`config.mk`:
```
export PLATFORM = sky130hd
export DESIGN_NAME = session_slot_table_with_admission_core
export DESIGN_NICKNAME = d
export VERILOG_FILES = /design/src/rtl/core/sst_pkg.sv /design/src/rtl/core/sst_datapath.sv /design/src/rtl/core/sst_ctrl.sv /design/src/rtl/core/session_slot_table_with_admission_core.sv
export VERILOG_INCLUDE_DIRS = /design/src /design/src/rtl/core
export SDC_FILE = /design/constraint.sdc
export NUM_CORES = 1
export LEC_CHECK = 0
export BUFFER_PORTS_ARGS = -buffer_cell sky130_fd_sc_hd__buf_2
export CAP_MARGIN = 15
export CORE_UTILIZATION = 40
export DETAILED_ROUTE_END_ITERATION = 12
export PLACE_DENSITY = 0.54
export SLEW_MARGIN = 5
export SYNTH_ARGS = -nofsm -noshare
export SYNTH_HDL_FRONTEND = slang
export SYNTH_SLANG_ARGS = --single-unit
export TNS_END_PERCENT = 100
```
`constraint.sdc`:
```
create_clock -name clk -period 8.6 [get_ports clk]
set_input_delay 0.86 -clock clk [delete_from_list [all_inputs] [get_ports clk]]
set_output_delay 0.86 -clock clk [all_outputs]
set_load 0.01 [all_outputs]
```
`src/rtl/core/session_slot_table_with_admission_core_assert.svh`:
```
// ----------------------------------------------------------------------------
// Session slot table assertion macros
// Shared concurrent assertion forms for the core.
// ----------------------------------------------------------------------------
`ifndef SESSION_SLOT_TABLE_WITH_ADMISSION_CORE_ASSERT_SVH
`define SESSION_SLOT_TABLE_WITH_ADMISSION_CORE_ASSERT_SVH

// implication checked every clock outside reset
`define SST_ASSERT_IMP(label, ante, cons) \
  label: assert property (@(posedge clk) disable iff (!rst_n) (ante) |-> (cons)) \
    else $error("assertion failed");

// next-cycle implication
`define SST_ASSERT_NXT(label, ante, cons) \
  label: assert property (@(posedge clk) disable iff (!rst_n) (ante) |=> (cons)) \
    else $error("assertion failed");

`endif

```
`src/rtl/core/sst_pkg.sv`:
```
// ----------------------------------------------------------------------------
// Session slot table package
// Shared constants, codes and controller/datapath interface types.
// ----------------------------------------------------------------------------
package sst_pkg;

  localparam int TableSizeDef  = 16;
  localparam int QueueDepthDef = 16;

  typedef enum logic [2:0] {
    REQ_REQUEST = 3'd0,
    REQ_ADD     = 3'd1,
    REQ_RELEASE = 3'd2,
    REQ_CLOSE   = 3'd3,
    REQ_CHECK   = 3'd4,
    REQ_WAIT    = 3'd5
  } req_t;

  localparam logic [2:0] ST_OK        = 3'd0;
  localparam logic [2:0] ST_NOT_FOUND = 3'd1;
  localparam logic [2:0] ST_FULL      = 3'd2;
  localparam logic [2:0] ST_TOO_MANY  = 3'd3;
  localparam logic [2:0] ST_QFULL     = 3'd4;

  localparam logic [0:0] REG_MAX_SESSIONS = 1'b0;
  localparam logic [0:0] REG_THREAD_COUNT = 1'b1;

  // controller -> datapath
  typedef struct packed {
    logic load;     // latch input beat, reset scan index
    logic step;     // advance scan index
    logic do_add;   // write entry at scan index
    logic do_free;  // clear entry at scan index, wake waiter
    logic do_wait;  // enqueue waiter
    logic count;    // count owned match
  } sst_cmd_t;

  // datapath -> controller
  typedef struct packed {
    logic [2:0] kind;
    logic       used;
    logic       match_ctx;
    logic       match_hnd;
    logic       scan_end;
    logic       wake_ok;
    logic       wait_refuse;
    logic       wait_qfull;
  } sst_sts_t;

endpackage

```
`src/rtl/core/sst_datapath.sv`:
```
// ----------------------------------------------------------------------------
// Session slot table datapath
// Entry table, waiter ring, counters and the scan index.
// ----------------------------------------------------------------------------
module sst_datapath #(
  parameter int TABLE_SIZE  = sst_pkg::TableSizeDef,
  parameter int QUEUE_DEPTH = sst_pkg::QueueDepthDef
) (
  input  logic               clk,
  input  logic               rst_n,
  input  sst_pkg::sst_cmd_t  cmd,
  output sst_pkg::sst_sts_t  sts,
  input  logic [2:0]         in_kind,
  input  logic [31:0]        in_ctx,
  input  logic [31:0]        in_hnd,
  input  logic [7:0]         in_wid,
  input  logic [7:0]         thread_count,
  output logic [5:0]         owned,
  output logic [7:0]         open_total,
  output logic [7:0]         wake_id
);
  localparam int TW = $clog2(TABLE_SIZE);
  localparam int QW = (QUEUE_DEPTH > 1) ? $clog2(QUEUE_DEPTH) : 1;

  logic [TABLE_SIZE-1:0]  used_r;
  logic [31:0]            ctx_r [TABLE_SIZE];
  logic [31:0]            hnd_r [TABLE_SIZE];
  logic [QUEUE_DEPTH-1:0] pres_r;
  logic [7:0]             wstore_r [QUEUE_DEPTH];
  logic [QW-1:0]          head_r, tail_r;
  logic [7:0]             open_r, waiting_r;
  logic [TW-1:0]          idx_r;
  logic [2:0]             kind_r;
  logic [31:0]            kctx_r, khnd_r;
  logic [7:0]             kwid_r;
  logic [5:0]             owned_r;

  function automatic logic [QW-1:0] qinc(input logic [QW-1:0] p);
    return (p == QW'(QUEUE_DEPTH - 1)) ? '0 : p + QW'(1);
  endfunction

  always_comb begin
    sts.kind        = kind_r;
    sts.used        = used_r[idx_r];
    sts.match_ctx   = ctx_r[idx_r] == kctx_r;
    sts.match_hnd   = hnd_r[idx_r] == khnd_r;
    sts.scan_end    = idx_r == TW'(TABLE_SIZE - 1);
    sts.wake_ok     = pres_r[tail_r];
    sts.wait_refuse = ({1'b0, waiting_r} + 9'd1) >= {1'b0, thread_count};
    sts.wait_qfull  = pres_r[head_r];
  end

  assign owned      = owned_r;
  assign open_total = open_r;
  assign wake_id    = wstore_r[tail_r];

  always_ff @(posedge clk) begin
    if (!rst_n) begin
      used_r    <= '0;
      pres_r    <= '0;
      head_r    <= '0;
      tail_r    <= '0;
      open_r    <= '0;
      waiting_r <= '0;
      idx_r     <= '0;
      owned_r   <= '0;
    end else begin
      if (cmd.load) begin
        idx_r   <= '0;
        owned_r <= '0;
        kind_r  <= in_kind;
        kctx_r  <= in_ctx;
        khnd_r  <= in_hnd;
        kwid_r  <= in_wid;
      end else if (cmd.step) begin
        idx_r <= idx_r + TW'(1);
      end
      if (cmd.count) owned_r <= owned_r + 6'd1;
      if (cmd.do_add) begin
        used_r[idx_r] <= 1'b1;
        ctx_r[idx_r]  <= kctx_r;
        hnd_r[idx_r]  <= khnd_r;
        if (open_r != 8'hFF) open_r <= open_r + 8'd1;
      end
      if (cmd.do_free) begin
        used_r[idx_r] <= 1'b0;
        if (open_r != 8'd0) open_r <= open_r - 8'd1;
        if (pres_r[tail_r]) begin
          pres_r[tail_r] <= 1'b0;
          tail_r         <= qinc(tail_r);
          if (waiting_r != 8'd0) waiting_r <= waiting_r - 8'd1;
        end
      end
      if (cmd.do_wait) begin
        wstore_r[head_r] <= kwid_r;
        pres_r[head_r]   <= 1'b1;
        head_r           <= qinc(head_r);
        if (waiting_r != 8'hFF) waiting_r <= waiting_r + 8'd1;
      end
    end
  end
endmodule

```
`src/rtl/core/sst_ctrl.sv`:
```
// ----------------------------------------------------------------------------
// Session slot table controller
// Sequences the table scan and drives the output register.
// ----------------------------------------------------------------------------
module sst_ctrl (
  input  logic              clk,
  input  logic              rst_n,
  input  logic              in_tvalid,
  output logic              in_tready,
  output logic              out_tvalid,
  input  logic              out_tready,
  output logic [2:0]        o_status,
  output logic              o_grant,
  output logic              o_wake,
  output logic              o_last,
  output logic              o_use_owned,
  output logic [7:0]        o_wake_id,
  output sst_pkg::sst_cmd_t cmd,
  input  sst_pkg::sst_sts_t sts,
  input  logic [7:0]        max_sessions,
  input  logic [5:0]        owned,
  input  logic [7:0]        open_total,
  input  logic [7:0]        wake_id
);
  typedef enum logic [1:0] {S_IDLE, S_SCAN, S_DONE, S_OUT} state_t;
  state_t state_r;
  logic   found_r;
  logic   hit, out_free;
  logic   beat_wake, beat_done;
  logic [7:0] limit, freeslots;
  logic [2:0] status_nxt;
  logic       grant_nxt;

  assign in_tready = state_r == S_IDLE;
  assign out_free  = !out_tvalid || out_tready;
  assign hit       = sts.used && sts.match_ctx;
  assign limit     = (max_sessions[7:1] < 7'd2) ? 8'd2 : {1'b0, max_sessions[7:1]};
  assign freeslots = (max_sessions > open_total) ? max_sessions - open_total : 8'd0;

  always_comb begin
    cmd = '0;
    cmd.load = in_tvalid && state_r == S_IDLE;
    if (state_r == S_SCAN && out_free && !found_r) begin
      unique case (sts.kind)
        sst_pkg::REQ_REQUEST: cmd.count = hit;
        sst_pkg::REQ_ADD:     cmd.do_add = !sts.used;
        sst_pkg::REQ_RELEASE: cmd.do_free = hit && sts.match_hnd;
        sst_pkg::REQ_CLOSE:   cmd.do_free = hit;
        default: ;
      endcase
      cmd.step = !sts.scan_end;
    end
    if (state_r == S_DONE && out_free)
      cmd.do_wait = sts.kind == sst_pkg::REQ_WAIT && !sts.wait_refuse && !sts.wait_qfull;
  end

  // wake beats go out mid-scan, the final beat from S_DONE
  assign beat_wake = state_r == S_SCAN && out_free && !found_r && cmd.do_free && sts.wake_ok;
  assign beat_done = state_r == S_DONE && out_free;

  always_comb begin
    status_nxt = sst_pkg::ST_OK;
    grant_nxt  = 1'b0;
    unique case (sts.kind)
      sst_pkg::REQ_REQUEST:
        grant_nxt = ({2'b0, owned} < limit) &&
                    ((owned != 6'd0 && freeslots >= 8'd1) || freeslots >= 8'd2);
      sst_pkg::REQ_ADD:   if (!found_r) status_nxt = sst_pkg::ST_FULL;
      sst_pkg::REQ_CHECK: if (!found_r) status_nxt = sst_pkg::ST_NOT_FOUND;
      sst_pkg::REQ_WAIT:
        if (sts.wait_refuse) status_nxt = sst_pkg::ST_TOO_MANY;
        else if (sts.wait_qfull) status_nxt = sst_pkg::ST_QFULL;
      default: ;
    endcase
  end

  always_ff @(posedge clk) begin
    if (!rst_n) begin
      state_r    <= S_IDLE;
      out_tvalid <= 1'b0;
      found_r    <= 1'b0;
    end else begin
      if (beat_wake || beat_done) out_tvalid <= 1'b1;
      else if (out_tvalid && out_tready) out_tvalid <= 1'b0;
      if (beat_wake) begin
        o_status <= sst_pkg::ST_OK; o_grant <= 1'b0; o_wake <= 1'b1;
        o_last <= 1'b0; o_use_owned <= 1'b0; o_wake_id <= wake_id;
      end else if (beat_done) begin
        o_status <= status_nxt; o_grant <= grant_nxt; o_wake <= 1'b0;
        o_last <= 1'b1; o_use_owned <= sts.kind == sst_pkg::REQ_REQUEST;
        o_wake_id <= 8'd0;
      end
      unique case (state_r)
        S_IDLE: if (in_tvalid) begin
          found_r <= 1'b0;
          state_r <= S_SCAN;
        end
        S_SCAN: if (out_free) begin
          if (!found_r && (cmd.do_add ||
              (sts.kind == sst_pkg::REQ_CHECK && hit && sts.match_hnd)))
            found_r <= 1'b1;
          if (sts.scan_end || found_r) state_r <= S_DONE;
        end
        S_DONE: if (out_free) state_r <= S_OUT;
        S_OUT: if (out_free) state_r <= S_IDLE;
        default: state_r <= S_IDLE;
      endcase
    end
  end
endmodule

```
`src/rtl/core/session_slot_table_with_admission_core.sv`:
```
// ----------------------------------------------------------------------------
// Session slot table with admission control
// Top level: APB registers, stream ports, controller and datapath.
// ----------------------------------------------------------------------------
// Each request scans the session table one entry per cycle; release and close
// emit one extra beat per woken waiter, and the scan pauses while a beat waits
// at the output register. A new request is taken only once the previous one
// has finished (in_tready is high only in the idle state).
module session_slot_table_with_admission_core #(
  parameter int TABLE_SIZE  = sst_pkg::TableSizeDef,
  parameter int QUEUE_DEPTH = sst_pkg::QueueDepthDef
) (
  input  logic        clk,
  input  logic        rst_n,
  input  logic        in_tvalid,
  output logic        in_tready,
  // req_type[2:0], ctx_id[34:3], session_handle[66:35], waiter_id[74:67]
  input  logic [79:0] in_tdata,
  output logic        out_tvalid,
  input  logic        out_tready,
  // status[2:0], grant[3], owned_count[9:4], wake_valid[10], wake_waiter[18:11]
  output logic [23:0] out_tdata,
  output logic        out_tlast,
  input  logic        cfg_psel,
  input  logic        cfg_penable,
  input  logic        cfg_pwrite,
  input  logic [2:0]  cfg_paddr,
  input  logic [31:0] cfg_pwdata,
  output logic [31:0] cfg_prdata,
  output logic        cfg_pready
);
  logic [7:0] max_r, thr_r;
  sst_pkg::sst_cmd_t cmd;
  sst_pkg::sst_sts_t sts;
  logic [5:0] owned;
  logic [7:0] open_total, wake_id, o_wake_id;
  logic [2:0] o_status;
  logic o_grant, o_wake, o_use;

  assign cfg_pready = 1'b1;
  always_ff @(posedge clk) begin
    if (!rst_n) begin
      max_r <= 8'd3;
      thr_r <= 8'd10;
    end else if (cfg_psel && cfg_penable && cfg_pwrite && cfg_paddr[1:0] == 2'b00) begin
      if (cfg_paddr[2] == sst_pkg::REG_MAX_SESSIONS) max_r <= cfg_pwdata[7:0];
      if (cfg_paddr[2] == sst_pkg::REG_THREAD_COUNT) thr_r <= cfg_pwdata[7:0];
    end
  end
  assign cfg_prdata = (cfg_paddr[2] == sst_pkg::REG_MAX_SESSIONS) ? {24'd0, max_r}
                                                                  : {24'd0, thr_r};

  sst_datapath #(.TABLE_SIZE(TABLE_SIZE), .QUEUE_DEPTH(QUEUE_DEPTH)) u_dp (
    .clk, .rst_n, .cmd, .sts,
    .in_kind(in_tdata[2:0]), .in_ctx(in_tdata[34:3]), .in_hnd(in_tdata[66:35]),
    .in_wid(in_tdata[74:67]), .thread_count(thr_r),
    .owned, .open_total, .wake_id
  );

  sst_ctrl u_ctrl (
    .clk, .rst_n, .in_tvalid, .in_tready, .out_tvalid, .out_tready,
    .o_status, .o_grant, .o_wake, .o_last(out_tlast), .o_use_owned(o_use),
    .o_wake_id, .cmd, .sts, .max_sessions(max_r), .owned, .open_total, .wake_id
  );

  assign out_tdata = {5'd0, o_wake_id, o_wake, (o_use ? owned : 6'd0), o_grant, o_status};

  `include "session_slot_table_with_admission_core_assert.svh"

  `SST_ASSERT_IMP(a_no_accept_busy, in_tvalid && !in_tready, !cmd.load)
  `SST_ASSERT_IMP(a_wake_not_last, out_tvalid && out_tdata[10], !out_tlast)
  `SST_ASSERT_NXT(a_hold, out_tvalid && !out_tready, out_tvalid)
endmodule
```
==> impl_metrics.py, run 1 <==
metrics = {
    "cells_and_area": {
        "syn2layout_area_growth_pct": 12.5,
        "utilization": 0.454,
        "drive_gt1_frac": 0.214,
        "multi_input_area_um2": 14500,
        "fin_nets": 3355,
        "regArea_um2": 39200,
        "nFillCells": 11600,
        "layout.cells.non_filler": 5083,
    },
    "critical_path": {
        "crit_fanout": 99,
        "cp_data_required_time_ns": 8.96,
        "cpPeakStageDelay_ns": 0.86,
        "path_cells": "buf_12 > mux4_1 > mux4_2 > xnor2_1 > o211ai_1 > nor4_4 > a41oi_4 > or3_1 > buf_4 > a21oi_2",
        "slowest_stage": "dfxtp_4",
        "crit_arrival_ns": 6.50,
        "end_kind": "register",
        "path_class": "reg -> reg",
        "startpoint_type": "register",
    },
    "route": {
        "routed_wl_um": 135000,
        "routedWlPerCell_um": 26.6,
        "drc": 0,
        "ant_nets": 0,
        "vias": 28400,
        "drt-pass1-iter-count": 5,
        "avgViaCountPerCell": 5.59,
        "drt_iter0_drc": 2813,
    },
    "timing": {
        "rsz0062_at_grt": "false",
        "clock.fmax_ghz": 0.163,
        "clock_skew_ns": 0.0356,
        "fin_crit_sh": 0.714,
        "slew-limit-headroom": 0.244,
        "tns_ns": 0,
        "timing.final.hold_violations": 0,
        "setup_viol": 0,
        "maxSlewViolCount": 0,
        "tightest_slew_ns": 1.13,
        "period_needed_ns": 6.14,
    },
    "logic_synthesis": {
        "synth_area_um2": 54800,
        "synth_top_area_frac": 0.680,
        "yosys.area.top_type": "edfxtp_1",
        "synth_ff_type": "edfxtp_1",
        "synth_most_common_cell": "edfxtp_1",
        "ys_types": 94,
        "avgSynthCellArea_um2": 18.3,
        "synth_edf_count": 1242,
        "synthTopCellsByArea": "edfxtp_1 68%, mux4_2 9.8%, mux2i_1 3.9%",
        "yosys-top-cells-count": "1,242 x edfxtp_1, 238 x mux4_2, 215 x mux2i_1, 133 x nand2_1, 120 x nor2_1",
        "ys_ff_latch": 1336,
        "netlist_instances": 2999,
        "yosysSeqAreaShare": 0.714,
        "synth_warnings": 0,
        "async_reset_ff_frac": 0,
    },
    "clocking": {
        "clock_path_buffers": 3,
        "clkSlewWorstSetupHoldPaths_ns": 0.06,
        "insertion_delay_ns": 0.77,
        "hold_buffers": 0,
        "cts_buffers": 144,
        "cts_resized": 0,
        "cts_tree": "yes",
        "clock_sinks": 1336,
        "htreeDepth": 4,
        "cts_root_buffer": "clkbuf_16",
        "cts_setup_buffers": 0,
    },
    "grt": {
        "grt_pass1_vias": 29400,
        "grt_pass1_wl_um": 198000,
        "track_usage": 0.197,
        "antenna_found_initial": 4,
        "grt_start_max_net_pins": 100,
        "overflow": 0,
    },
    "floorplan": {
        "start_util": 0.404,
        "design.core.area_um2": 136000,
        "io-pin-count": 182,
        "fp.dieH_um": 372,
        "die-area_um2": 139000,
        "num_rows": 135,
        "die_x_um": 372,
    },
    "place": {
        "port_buffers": 122,
        "place.gp.congestion": 0.803,
        "hpwl_um": 77400,
        "dpl.cell_count": 4822,
    },
    "pwr": {
        "power.density_nw_per_um2": 243,
        "leakagePower_nw": 19.4,
        "vdd_drop_max_mv": 0.149,
    },
    "worst_hold_path": {
        "hold_path_class": "in -> reg",
        "min_from": "in_tdata[38]",
    },
    "status": {
        "status": "completed",
    },
    "flow_run": {
        "drv_cap": 0,
    },
}
per-stage QoR:
stage	total power [mW]	cell area (um2)	setup WS [ns]	hold slack [ns]
global placement	9.20	57300	2.48	0.468
detailed placement	9.24	57300	2.43	0.481
finish	15.0	61700	2.46	0.266
CTS	15.1	61700	2.36	0.210
global route	15.5	61700	2.09	0.230
floorplan	8.77	54900	3.20	0.453
area by class of cell:
type / count / area share
Antenna cell: 1 / 0.0000406
Sequential cell: 1336 / 0.635
Timing Repair Buffer: 187 / 0.0188
Multi-Input combinational cell: 1465 / 0.235
Inverter: 53 / 0.00322
Clock buffer: 179 / 0.0612
Clock inverter: 81 / 0.0107
Tap cell: 1781 / 0.0361
per-layer routing:
layer	vias up	global-route usage	wire (um)
met1	15000	0.275	59900
met3	198	0.0291	6540
met5	-	0	0
met2	831	0.317	65400
li1	12400	-	-
met4	0	0.0613	3390
cell usage in the layout (no fill, tap or decap), types with 12 or more instances in the layout:
| cell | Yosys | routed |
|---|---|---|
| buf_2 | 29 | 122 |
| a21oi_1 | 38 | 37 |
| nand3_1 | 38 | 38 |
| nor2_4 | 1 | 18 |
| mux2_2 | 17 | 17 |
| clkinv_2 | 0 | 23 |
| conb_1 | 2 | 30 |
| nor3_1 | 30 | 30 |
| a31oi_1 | 24 | 24 |
| a22oi_1 | 39 | 39 |
| a221oi_1 | 12 | 12 |
| ha_1 | 45 | 45 |
| edfxtp_1 | 1242 | 1242 |
| o22ai_1 | 15 | 15 |
| nand2_1 | 133 | 133 |
| and2_1 | 17 | 17 |
| clkbuf_1 | 43 | 33 |
| o21ai_0 | 47 | 47 |
| clkinv_1 | 0 | 33 |
| nor2b_1 | 33 | 33 |
| buf_4 | 49 | 60 |
| mux4_2 | 238 | 238 |
| xnor2_1 | 71 | 71 |
| a21o_1 | 13 | 13 |
| and3_1 | 12 | 12 |
| dfxtp_1 | 94 | 88 |
| xor2_1 | 32 | 32 |
| inv_1 | 52 | 52 |
| a22o_1 | 17 | 17 |
| nand2b_1 | 23 | 23 |
| nor2_1 | 120 | 103 |
| nand4_1 | 22 | 22 |
| mux2i_1 | 215 | 215 |
| nor4_1 | 18 | 18 |
| clkbuf_16 | 0 | 146 |
| o211ai_1 | 20 | 20 |
flip-flops by register name, indices dropped and copies added, names as in the netlist, 16 cells and up, named ones only:
register	cells
u_dp.wstore_r	128
u_dp.hnd_r	512
u_dp.used_r	16
u_dp.ctx_r	512
u_dp.khnd_r	32
u_dp.kctx_r	32
u_dp.pres_r	16
report_power, final:
| group | total [mW] | leakage (nW) | switching [mW] | internal, mW |
|---|---|---|---|---|
| clock | 5.89 | 2.17 | 2.52 | 3.36 |
| combinational | 1.51 | 5.33 | 0.875 | 0.635 |
| sequential | 7.57 | 11.9 | 0.252 | 7.32 |
| total | 15.0 | 19.4 | 3.65 | 11.3 |
worst max-delay path: cells and delay by family (launching register included):
| kind | cells | cell delay (ns) |
|---|---|---|
| AND/OR/NAND/NOR | 2 | 0.90 |
| flip-flops | 1 | 0.86 |
| multiplexers | 2 | 1.12 |
| buffers and inverters | 2 | 0.91 |
| XOR/XNOR | 1 | 0.36 |
| AO/OA/AOI/OAI | 3 | 1.43 |
final timing paths:
path	depth (start not counted)	slack, ns	to
setup reg to reg	10	2.46	u_ctrl.o_grant$_SDFFCE_PP0P_
hold reg to reg	2	0.49	u_dp.pres_r[12]$_SDFF_PN0_
hold / removal	1	0.27	u_dp.khnd_r[3]$_DFFE_PP_
setup / recovery	10	2.46	u_ctrl.o_grant$_SDFFCE_PP0P_
logic make-up (layout without fill, tap and decap cells):
kind of cell / after synthesis / in the layout / share of synthesized area
xor gates and xnor gates: 104 / 104 / 0.0167
other: 2 / 31 / 0.000137
AOI/OAI and AO/OA: 309 / 309 / 0.0411
muxes: 476 / 476 / 0.143
and+or+nand+nor: 500 / 500 / 0.0476
adders and majority gates: 46 / 46 / 0.0106
DFF: 1336 / 1336 / 0.714
buffers and inverters: 226 / 500 / 0.0260
Power figures use the tool's default switching activity.
==> run 2: changes to the inputs <==
--- a/config.mk
+++ b/config.mk
@@ -10,7 +10,7 @@
 export CAP_MARGIN = 15
 export CORE_UTILIZATION = 40
 export DETAILED_ROUTE_END_ITERATION = 12
-export PLACE_DENSITY = 0.54
+export PLACE_DENSITY = 0.56
 export SLEW_MARGIN = 5
 export SYNTH_ARGS = -nofsm -noshare
 export SYNTH_HDL_FRONTEND = slang
==> constraint.sdc (replaced) <==
create_clock -name clk -period 5.2 [get_ports clk]
set_input_delay 0.52 -clock clk [delete_from_list [all_inputs] [get_ports clk]]
set_output_delay 0.52 -clock clk [all_outputs]
set_load 0.01 [all_outputs]
==> run 2 against run 1 <==
Sequential power increased by 66%. Non-clock buffer count grew 139. Die area did not move. Count of clock-buffer cells in the layout did not move. Wire length is essentially flat. Combinational power increased by 74%. Utilization increased by 1.3 points. Total power rose by 69%. Register-to-register slack got worse by 2.3 ns. Worst setup slack lost 2.3 ns. First-iteration DRC count shrank 7.6%. Clock skew about the same.
==> impl_metrics.py, run 2 (synthesis gave the netlist of run 1 again) <==
metrics = {
    "status": {
        "status": "completed",
    },
    "critical_path": {
        "end_kind": "register",
        "r2r_setup_slack_ns": 0.19,
        "cpPeakStageDelay_ns": 0.93,
        "path_class": "reg -> reg",
        "crit_arrival_ns": 5.68,
        "path_delay_family": "simple AND/OR/NAND/NOR gates",
        "slowest_stage": "nor4_1",
        "reg2regPathDepth": 13,
        "path_cells": "buf_12 > buf_4 > nor2_2 > buf_4 > a22oi_1 > and4b_1 > a2111oi_2 > nand4_1 > nor4_2 > nand4_4 > nor4_1 > nor3_1 > nor4_1",
        "startpoint_type": "register",
        "cp_num_cells": 13,
        "crit_buf_inv": 3,
        "crit_fanout": 32,
        "rr_endpoint": "u_ctrl.found_r$_SDFFE_PN0P_",
        "cp_data_required_time_ns": 5.87,
    },
    "route": {
        "drc": 0,
        "avgViaCountPerCell": 5.55,
        "met2_length_um": 65900,
        "highest_layer": "met5",
        "routed_wl_um": 135000,
        "drt-pass1-iter-count": 5,
        "wl_met1_um": 59900,
        "drt_iter0_drc": 2600,
        "routedWlPerCell_um": 25.9,
        "ant_nets": 0,
        "met3_length_um": 6600,
        "vias": 29000,
    },
    "clocking": {
        "cts_root_buffer": "clkbuf_16",
        "cts_tree": "yes",
        "clkSlewWorstSetupHoldPaths_ns": 0.06,
        "htreeDepth": 4,
        "cts_resized": 0,
        "insertion_delay_ns": 0.77,
        "clock_sinks": 1336,
        "cts_buffers": 143,
        "clock_path_buffers": 3,
    },
    "flow_run": {
        "drv_cap": 0,
    },
    "floorplan": {
        "num_rows": 135,
        "die_x_um": 372,
        "design.core.area_um2": 136000,
        "fp.dieH_um": 372,
        "start_util": 0.404,
        "io-pin-count": 182,
        "die-area_um2": 139000,
    },
    "timing": {
        "period_needed_ns": 5.01,
        "tightest_slew_ns": 1.04,
        "rsz0062_at_grt": "false",
        "fin_crit_sh": 0.964,
        "setup_viol": 0,
        "clock_skew_ns": 0.0355,
        "maxSlewViolCount": 0,
        "clock.fmax_ghz": 0.200,
        "tns_ns": 0,
        "timing.final.hold_violations": 0,
        "slew-limit-headroom": 0.302,
    },
    "grt": {
        "overflow": 0,
        "antenna_found_initial": 2,
        "grt_pass1_wl_um": 199000,
        "grt_pass1_vias": 29900,
        "track_usage": 0.196,
        "grt_start_max_net_pins": 73,
    },
    "pwr": {
        "p_switching_mw": 6.06,
        "intPower_mw": 19.2,
        "swShare": 0.240,
        "power.density_nw_per_um2": 397,
        "leakagePower_nw": 20.3,
        "power_frac_clock": 0.398,
        "comb_power_share": 0.104,
        "seqPwrFrac": 0.498,
        "vdd_drop_max_mv": 0.317,
    },
    "cells_and_area": {
        "syn2layout_area_growth_pct": 15.9,
        "reg_top3": "u_dp.ctx_r x512, u_dp.hnd_r x512, u_dp.wstore_r x128",
        "design_area_um2": 63500,
        "drive_gt1_frac": 0.226,
        "final_common_cell": "edfxtp_1",
        "nFillCells": 11400,
        "fin_nets": 3493,
        "mostFrequentLayoutCells": "1,242 x edfxtp_1, 238 x mux4_2, 215 x mux2i_1",
    },
    "place": {
        "place_area_um2": 58100,
        "place.gp.congestion": 0.818,
        "port_buffers": 122,
        "hpwl_um": 77000,
    },
    "worst_hold_path": {
        "min_from": "in_tdata[11]",
        "whs_path_depth": 1,
        "min_to": "u_dp.kctx_r[8]$_DFFE_PP_",
        "hold_path_class": "in -> reg",
    },
}
run 2: cell types whose count changed in the layout (fill, tap and decap cells not counted), moves of 3 or more:
cell           previous run  this run
dlygate4sd3_1             0        80
buf_12                    5        37
buf_4                    60        87
clkinv_1                 33        25
bufinv_16                 8        13
clkbuf_1                 33        28
inv_6                     9         4
clkinv_8                  1         4
run 2: per-stage QoR:
step | hold WS, ns | cells | setup slack [ns] | power, mW | utilization
after global routing | 0.0141 | 5219 | 0.0844 | 26.1 | 0.468
after CTS | 0.000182 | 5218 | 0.133 | 25.5 | 0.468
final | 0.0426 | 5219 | 0.189 | 25.2 | 0.468
after detailed placement | 0.481 | 4881 | 0.148 | 15.4 | 0.428
after floorplan | 0.453 | 3027 | -0.199 | 14.5 | -
after global placement | 0.469 | 4881 | 0.234 | 15.3 | 0.428
run 2: area by class of cell:
type                    count  area, um2  area share
clock buffers             179       3820      0.0602
repair buffers            326       2810      0.0442
well taps                1781       2230      0.0351
diodes                      1       2.50   0.0000394
flip-flops and latches   1336      39200       0.617
inverters                  53        199     0.00313
clock inverters            78        801      0.0126
multi-input cells        1465      14500       0.228
run 2: power by group through the flow:
stage	Clock, mW	Combinational [mW]	Sequential [mW]
floorplan	0	1.94	12.6
global placement	0	2.59	12.7
detailed placement	0	2.62	12.8
CTS	10.3	2.67	12.6
global route	10.7	2.83	12.6
finish	10.0	2.63	12.6
run 2: worst max path at each step:
stage | to | slack (ns)
2_1_floorplan | u_dp.ctx_r[15][0]$_DFFE_PP_ | -0.20
3_3_place_gp | u_ctrl.found_r$_SDFFE_PN0P_ | 0.23
3_5_place_dp | u_ctrl.found_r$_SDFFE_PN0P_ | 0.15
6_report | u_ctrl.found_r$_SDFFE_PN0P_ | 0.19
4_1_cts | u_ctrl.found_r$_SDFFE_PN0P_ | 0.13
5_1_grt | u_ctrl.found_r$_SDFFE_PN0P_ | 0.08
run 2: repair_timing:
action	in CTS	in global routing
buffers inserted	0	0
endpoints found under the setup margin	0	0
hold endpoints to repair	86	0
hold buffers	80	0
run 2: metal layers:
metal	global-route usage	vias up
met4	0.0548	2
met3	0.0268	202
met1	0.275	15200
met5	0	-
li1	-	12700
met2	0.321	875
